==> config.mk <==
export PLATFORM = sky130hd
export DESIGN_NAME = wrip_ctrl
export DESIGN_NICKNAME = d
export VERILOG_FILES = /design/src/rtl/wrip_pkg.sv /design/src/rtl/wrip_ctrl.sv
export SDC_FILE = /design/constraint.sdc
export NUM_CORES = 1
export LEC_CHECK = 0
export BUFFER_PORTS_ARGS = -buffer_cell sky130_fd_sc_hd__buf_2
export CORE_AREA = 3 3 40 42
export DETAILED_ROUTE_END_ITERATION = 7
export DIE_AREA = 0 0 43 45
export RECOVER_POWER = 25
export SYNTH_ARGS = -nofsm -noshare
export SYNTH_HDL_FRONTEND = slang
export SYNTH_SLANG_ARGS = --single-unit
==> constraint.sdc <==
create_clock -name clk_i -period 1.2 [get_ports clk_i]
set_input_delay 0.12 -clock clk_i [delete_from_list [all_inputs] [get_ports clk_i]]
set_output_delay 0.12 -clock clk_i [all_outputs]
set_load 0.1 [all_outputs]
==> src/rtl/wrip_pkg.sv <==
// Shared types and constants for the weighted random index picker.
// Holds opcodes, status codes and the controller/datapath command and status structs.
// No dependencies.
`default_nettype none

package wrip_pkg;

  localparam int unsigned SUM_W    = 24;
  localparam int unsigned RAND_W   = 31;
  localparam int unsigned WIN_W    = 16;
  localparam int unsigned DCNT_W   = 5;
  localparam int unsigned IDX_W    = 8;
  localparam int unsigned CNT_W    = 9;
  localparam logic [SUM_W-1:0] SUM_MAX = {SUM_W{1'b1}};
  localparam logic [DCNT_W-1:0] DIV_LAST_BIT = DCNT_W'(RAND_W - 1);

  typedef enum logic [1:0] {
    OP_CLEAR  = 2'd0,
    OP_APPEND = 2'd1,
    OP_PICK   = 2'd2
  } opcode_e;

  typedef enum logic [1:0] {
    ST_OK    = 2'd0,
    ST_FULL  = 2'd1,
    ST_EMPTY = 2'd2
  } status_e;

  // Controller to datapath.
  typedef struct packed {
    logic clear;
    logic append;
    logic nop;
    logic pick_empty;
    logic div_load;
    logic div_step;
    logic scan_step;
    logic pick_hit;
    logic pick_miss;
  } cmd_t;

  // Datapath to controller.
  typedef struct packed {
    logic empty;
    logic div_last;
    logic hit;
    logic scan_end;
  } stat_t;

endpackage

`default_nettype wire

==> src/rtl/wrip_ctrl.sv <==
// Sequencer for the weighted random index picker.
// Decodes commands and steps the datapath through divide and scan; uses wrip_pkg.
`default_nettype none

module wrip_ctrl (
  input  wire logic            clk_i,
  input  wire logic            rst_ni,
  input  wire logic            start,
  input  wire logic [1:0]      opcode_i,
  input  wrip_pkg::stat_t      stat_i,
  output wrip_pkg::cmd_t       cmd_o,
  output logic                 busy
);

  typedef enum logic [2:0] {
    S_IDLE = 3'b001,
    S_DIV  = 3'b010,
    S_SCAN = 3'b100
  } state_e;

  state_e state_q, state_d;

  assign busy = (state_q != S_IDLE);

  always_comb begin
    state_d = state_q;
    cmd_o   = '0;
    case (state_q)
      S_IDLE: begin
        if (start) begin
          case (opcode_i)
            wrip_pkg::OP_CLEAR:  cmd_o.clear = 1'b1;
            wrip_pkg::OP_APPEND: cmd_o.append = 1'b1;
            wrip_pkg::OP_PICK: begin
              if (stat_i.empty) begin
                cmd_o.pick_empty = 1'b1;
              end else begin
                cmd_o.div_load = 1'b1;
                state_d        = S_DIV;
              end
            end
            default: cmd_o.nop = 1'b1;
          endcase
        end
      end
      S_DIV: begin
        cmd_o.div_step = 1'b1;
        if (stat_i.div_last) begin
          state_d = S_SCAN;
        end
      end
      S_SCAN: begin
        cmd_o.scan_step = 1'b1;
        if (stat_i.hit) begin
          cmd_o.pick_hit = 1'b1;
          state_d        = S_IDLE;
        end else if (stat_i.scan_end) begin
          cmd_o.pick_miss = 1'b1;
          state_d         = S_IDLE;
        end
      end
      default: state_d = S_IDLE;
    endcase
  end

  always_ff @(posedge clk_i or negedge rst_ni) begin
    if (!rst_ni) begin
      state_q <= S_IDLE;
    end else begin
      state_q <= state_d;
    end
  end

  // The last divide step always hands over to the scan.
  a_div_to_scan: assert property (@(posedge clk_i) disable iff (!rst_ni)
    (state_q == S_DIV && stat_i.div_last) |=> state_q == S_SCAN)
    else $error("divide did not hand over to scan");

  // A pick that leaves the idle state was not on an empty table.
  a_load_nonempty: assert property (@(posedge clk_i) disable iff (!rst_ni)
    cmd_o.div_load |-> !stat_i.empty)
    else $error("divide started on empty table");

endmodule

`default_nettype wire

# Yosys cells after proc, flatten, opt, wreduce, memory -nomap -nowiden
# Cells that the tools add are included.
# op_classes
n_addsub	0
n_mul	0
div_mod_pow	0
magnitude_cmp	0
eq_ne	11
shift	0
n_mux	20
bitwise_logic	0
reduce_logical	3
# ops
op	n
3-bit two-way mux	7
5-bit two-way mux	2
1-bit two-way mux	9
3-bit case mux with 3 select lines	1
2-bit inequality test (second input constant)	3
5-bit AND reduction	1
3-bit by 1-bit == test with 1-bit output (second input constant)	1
3-bit by 2-bit == test with 1-bit output (second input constant)	1
3-bit == test (second input constant)	1
3-bit by 1-bit inequality test with 1-bit output (second input constant)	1
3-bit inequality test (second input constant)	1
3-bit OR reduction	1
2-bit by 1-bit == test with 1-bit output (second input constant)	1
2-bit == test (second input constant)	1
2-bit zero test	1
2-bit two-way mux	1
2-bit by 1-bit inequality test with 1-bit output (second input constant)	1
# word_totals
regBits	3
latch_bits	0
mem_bits_rw	0
romBits	0
in_bits	9
out_inout_bits	10
word_cells	35
n_memories	0

# Depth between registers and ports, before layout
# Gate-level depths: netlist of run 1.
# depth
word_depth	5
depth_mapped	3
mapped_depth_nobuf	3

# Least setup slack after synthesis of run 1
# OpenSTA, ideal clock, no wires.
# synth_path
kind	flip-flop to output port
start	register state_q[1]
end	output cmd_o[0] (netlist bit)
t_arrival_ns	3.021
t_required_ns	1.080
path_slack_ns	-1.941
stages_incl_launch_ff	3
cell_sequence	dfrtp_1 or3b_4 nor3b_1
# synth_rtl
element	line_no	text
start: declaration	wrip_ctrl.sv:21	state_e state_q, state_d;
start signal: assignment	wrip_ctrl.sv:70	state_q <= state_d;
end: declaration	wrip_ctrl.sv:11	output wrip_pkg::cmd_t cmd_o,

==> results of run 1 <==
kinds of logic (layout without fill, tap and decap cells):
logic type / Yosys count / count (layout) / share of synthesized area [%]
and+or+nand+nor: 14 / 14 / 60.1
DFF: 3 / 3 / 30.8
AOI/OAI and AO/OA: 2 / 2 / 6.06
buffers and inverters: 2 / 33 / 3.03
layout by cell type (no fill, tap or decap):
master and n:
clkbuf_1 2, and3_4 1, nand4bb_4 1, a21o_1 2, nor3b_2 2, and4b_4 1, nor3_4 1, clkbuf_4 3
buf_4 6, nor4b_4 1, and4bb_2 1, buf_6 2, nor3_2 2, and2_4 1, nor3b_4 1, dfrtp_1 2
dlygate4sd3_1 1, or3b_4 2, dfstp_2 1, buf_2 7, inv_1 1, buf_12 10, clkinvlp_4 1
cells in the mapped netlist:
cell type / n
nor3_1: 2
and4b_1: 1
and4bb_2: 1
nand4bb_4: 1
nor3b_1: 3
inv_1: 2
dfstp_2: 1
nor3_2: 1
or3b_4: 1
and2_1: 1
nor4b_4: 1
dfrtp_1: 2
a21o_1: 2
or3b_2: 1
and3_1: 1
through the flow:
stage	TNS, ns	util [%]	cell area, sq um
after floorplan	-7.03	-	292
after global placement	-1.55	44.6	573
after detailed placement	-1.68	44.6	573
after CTS	-3.98	51.5	662
after global routing	-4.68	51.7	664
final	-3.88	51.7	664
timing repair:
action                                  in CTS  in global routing
endpoints found under the setup margin      12                 13
pin swaps                                    2                  2
hold buffers                                 1                  0
gates resized for setup                      7                  1
buffers inserted                             4                  0
hold endpoints to repair                     3                  0
worst max-delay path, delay by kind of cell, from the launching register on:
family                 cells  cell delay (ns)
buffers and inverters      1             0.20
DFF                        1             0.39
and+or+nand+nor            2             0.68
per-layer routing:
metal	routed length [microns]	GRT usage, %	share of wire [%]	vias to the layer above
li1	-	-	-	142
met1	310	8.58	39	135
met2	411	15.9	52	19
met3	76	3.19	9.5	0
met4	0	7.23	0	0
met5	0	0	0	-
power by group:
part | switching [uW] | internal (uW) | leakage (uW)
clock network | 51.9 | 125 | 0.0000150
logic | 94.2 | 64.9 | 0.000245
registers | 2.74 | 105 | 0.0000382
worst paths after layout:
check / start / end / slack [ns] / cells after the start
worst min-delay path: stat_i[2] / state_q[2] / 0.10 / 2
worst min register to register: state_q[1] / state_q[0] / 0.83 / 4
min in group asynchronous: rst_ni / state_q[1] / 0.24 / 2
max in group asynchronous: rst_ni / state_q[0] / 0.73 / 2
worst max register to register: state_q[0] / state_q[1] / -0.18 / 4
worst max-delay path: state_q[1] / cmd_o[0] / -0.42 / 3
area by class of cell:
type,count,area share (%)
multi-input cells,16,32.4
well taps,15,2.82
repair buffers,27,47.6
inverters,2,1.69
flip-flops and latches,3,11.5
clock buffers,4,3.95
==> out/summary.txt, run 1 <==
Pwr Total - 443 uW
Fmax - 0.617 GHz
Biggest register - state_q
DP Cell Count - 59
critical path arrival - 1.50 ns
VDD IR max - 0.429 mV
area occupied by multi-input gates - 215 sq um
CP startpoint kind - flop
Slowest-stage cell, CP - or3b_4
DR vias/cell - 4.42
GPL Wtd Cong - 0.681
gr usage total - 9.05%
post-synth top area share - 20.2%
final count of hold timing violations - 0
Hold Path Class - in -> reg
Rel. slew slack - 80.9%
outcome - finished, violations left
final non-filler cell total - 67
FP Rows - 13
Pwr Density - 667 nW/um^2
first-pass GRT wire length - 1270 microns
Syn Nets - 30
core area - 1280 sq um
Final Cycle Share - 135%
post-synthesis sequential area ratio - 30.8%
Final WS setup - -0.420 ns
RSZ-0062 raised after global routing - yes
largest registers - state_q x3
fin. max-slew vios - 0
Max-cap violations - 0
Syn. warnings - 0
GRT Residual Overflow - 0
Total Routed Length - 798 microns
post-route minimum period - 1.62 ns
die extent in y - 45 microns
CTS tree - built
clk buf depth - 2
ANT cells - 0
total CTS buffers - 3
synthesized area - 248 sq um
fin nets - 62
Port-buffer cells - 18
area delta synth->final - 168%
Mapped Cells - 21
Worst-path clk slew - 0.04 ns
1st-pass router iterations - 2
Worst Path Class, Setup - reg -> out
initial antenna violation count - 0
worst hold slack - 0.103 ns
max reg flops - 3
failing checks - setup timing
Starting Density - 19.3%
# fillers - 108
# setup viols final - 13
leading area contributor after synthesis - dfrtp_1
CP Cell Sequence - or3b_4 > nor3b_4 > buf_12
pin count of the biggest net entering global routing - 6
Worst-Margin Slew - 0.285 ns
Die ar. - 1940 sq um
Synth Register Bits - 3
io pins - 19
die width - 43 microns
P_leak - 0.000298 uW
Seq. cell area - 76.3 sq um
Worst Setup End Kind - output pin
layout cell share with drive strength beyond 1 - 84.6%
Iter 0 DRT Violations - 1
Sink Count - 3
Worst Path Required - 1.08 ns
Root Buffer - clkbuf_4
number of distinct library cells after synthesis - 15
Worst-Skew Late Latency - 0.23 ns
number of global-route vias before repair - 325
clk_skew - 0.000500 ns
worst-path fanout max - 3
via count - 296
post-DR wirelength/cell - 11.9 microns
DRC viols - 0
DP Worst Slack - -0.201 ns
Area contributors post-synth - dfrtp_1 20%, nand4bb_4 11%, dfstp_2 11%
Worst path max stage delay - 0.45 ns
mean post-synth cell area - 11.8 sq um
H-Tree Level Count - 1
Routed Antenna Nets - 0
No activity file was read; power rests on OpenSTA's default activity.
==> inputs of run 2 (changes only) <==
==> constraint.sdc (replaced) <==
create_clock -name clk_i -period 1.2 [get_ports clk_i]
set_input_delay 0.18 -clock clk_i [delete_from_list [all_inputs] [get_ports clk_i]]
set_output_delay 0.18 -clock clk_i [all_outputs]
set_load 0.1 [all_outputs]
==> out/summary.txt, run 2 (synthesized netlist as in run 1, its figures left out) <==
outcome - finished, violations left
failing checks - setup timing
Worst R2R Setup Slack - -0.22 ns
Top delay family on crit path - flip-flops
first-pass GRT wire length - 1470 microns
GPL Wtd Cong - 0.703
crit path buf inv count - 1
most common cell after layout, fill and taps aside - buf_12
Die ar. - 1940 sq um
worst-path fanout max - 5
Max-cap violations - 0
max reg flops - 3
ANT cells - 0
Seq. cell area - 76.3 sq um
area occupied by multi-input gates - 228 sq um
fin nets - 67
Biggest register - state_q
io pins - 19
area delta synth->final - 193%
Worst-Skew Late Latency - 0.23 ns
critical path arrival - 1.54 ns
# setup viols final - 13
DP Cell Count - 60
worst hold slack - 0.174 ns
largest registers - state_q x3
core area - 1280 sq um
pin count of the biggest net entering global routing - 6
post-route minimum period - 1.72 ns
gr usage total - 10.7%
Starting Density - 19.3%
Worst Path Required - 1.02 ns
Slowest-stage cell, CP - dfstp_2
CTS tree - built
total CTS buffers - 3
RSZ-0062 raised after global routing - yes
Worst path max stage delay - 0.57 ns
CP Cell Sequence - nand4bb_4 > nor4b_4 > buf_12
final non-filler cell total - 72
P_leak - 0.000330 uW
DP Worst Slack - -0.270 ns
setup_tns - -4.90 ns
fin. max-slew vios - 0
Worst-path clk slew - 0.03 ns
H-Tree Level Count - 1
Root Buffer - clkbuf_4
post-DR wirelength/cell - 12.4 microns
DPL Wire Length - 655 microns
Final WS setup - -0.524 ns
Total Routed Length - 890 microns
Final Cycle Share - 144%
DR vias/cell - 4.49
DRC viols - 0
CP startpoint kind - flop
layout cell share with drive strength beyond 1 - 86.0%
VDD IR max - 0.367 mV
Port-buffer cells - 18
die extent in y - 45 microns
final count of hold timing violations - 0
FP Rows - 13
Rel. slew slack - 79.7%
Fmax - 0.580 GHz
clk buf depth - 2
die width - 43 microns
Pwr Density - 622 nW/um^2
Worst-Margin Slew - 0.303 ns
via count - 323
clk_skew - 0.000928 ns
# fillers - 114
GRT Residual Overflow - 0
Layout Utilization - 56.5%
Worst Path Class, Setup - reg -> out
1st-pass router iterations - 2
Sink Count - 3
number of global-route vias before repair - 340
Hold Path Class - in -> reg
initial antenna violation count - 0
most frequent cells in the layout - 10 x buf_12, 8 x buf_4, 7 x buf_2, 5 x buf_6, 3 x clkbuf_4
Routed Antenna Nets - 0
Iter 0 DRT Violations - 3
Worst Setup End Kind - output pin
==> run 2: cell types whose count changed in the layout (fill, tap and decap cells not counted), sizes merged <==
cell | before | now
buf | 25 | 30
==> run 2: cell type report <==
class / count / share of cell area [%]
Clock buffer: 4 / 3.62
Inverter: 2 / 1.55
Multi-Input combinational cell: 16 / 31.4
Sequential cell: 3 / 10.5
Tap cell: 15 / 2.59
Timing Repair Buffer: 32 / 50.3
==> run 2: path summary, 6_finish.rpt <==
path                         endpoint  depth (start not counted)       start
setup / recovery             cmd_o[4]                          3  state_q[0]
hold / removal             state_q[2]                          2   stat_i[2]
setup reg to reg           state_q[1]                          4  state_q[0]
hold reg to reg            state_q[0]                          4  state_q[1]
max in group asynchronous  state_q[0]                          2      rst_ni
min in group asynchronous  state_q[2]                          2      rst_ni
==> run 2: what timing repair did <==
action | 4_1_cts | 5_1_grt
endpoints found under the hold margin | 3 | 0
gates resized for setup | 11 | 1
buffers inserted | 6 | 4
hold buffers | 1 | 0
pin swaps | 4 | 4
endpoints found under the setup margin | 12 | 13
==> run 2: report_power, final <==
group / switching (uW) / leakage [uW] / internal (uW) / total [uW]
clock network: 46.8 / 0.0000150 / 124 / 171
registers: 2.54 / 0.0000382 / 105 / 107
logic: 100 / 0.000277 / 72.6 / 173
total: 150 / 0.000330 / 302 / 451
==> run 2: layer usage <==
metal | routed length (microns) | track usage, % | vias up
li1 | - | - | 155
met1 | 284 | 9.66 | 149
met2 | 502 | 20.4 | 19
met3 | 102 | 3.19 | 0
met4 | 0 | 7.23 | 0
met5 | 0 | 0 | -
==> run 2: per-stage QoR <==
stage	power [uW]	cell area, sq um
after global placement	267	593
after floorplan	201	304
after global routing	477	726
final	451	726
after CTS	462	712
after detailed placement	268	593
==> run 2: worst reg2reg max path: cells and delay by family (launching register included) <==
kind / cells / cell delay, ns
and+or+nand+nor: 2 / 0.53
DFF: 1 / 0.57
buffers and inverters: 1 / 0.19
AOI/OAI and AO/OA: 1 / 0.08
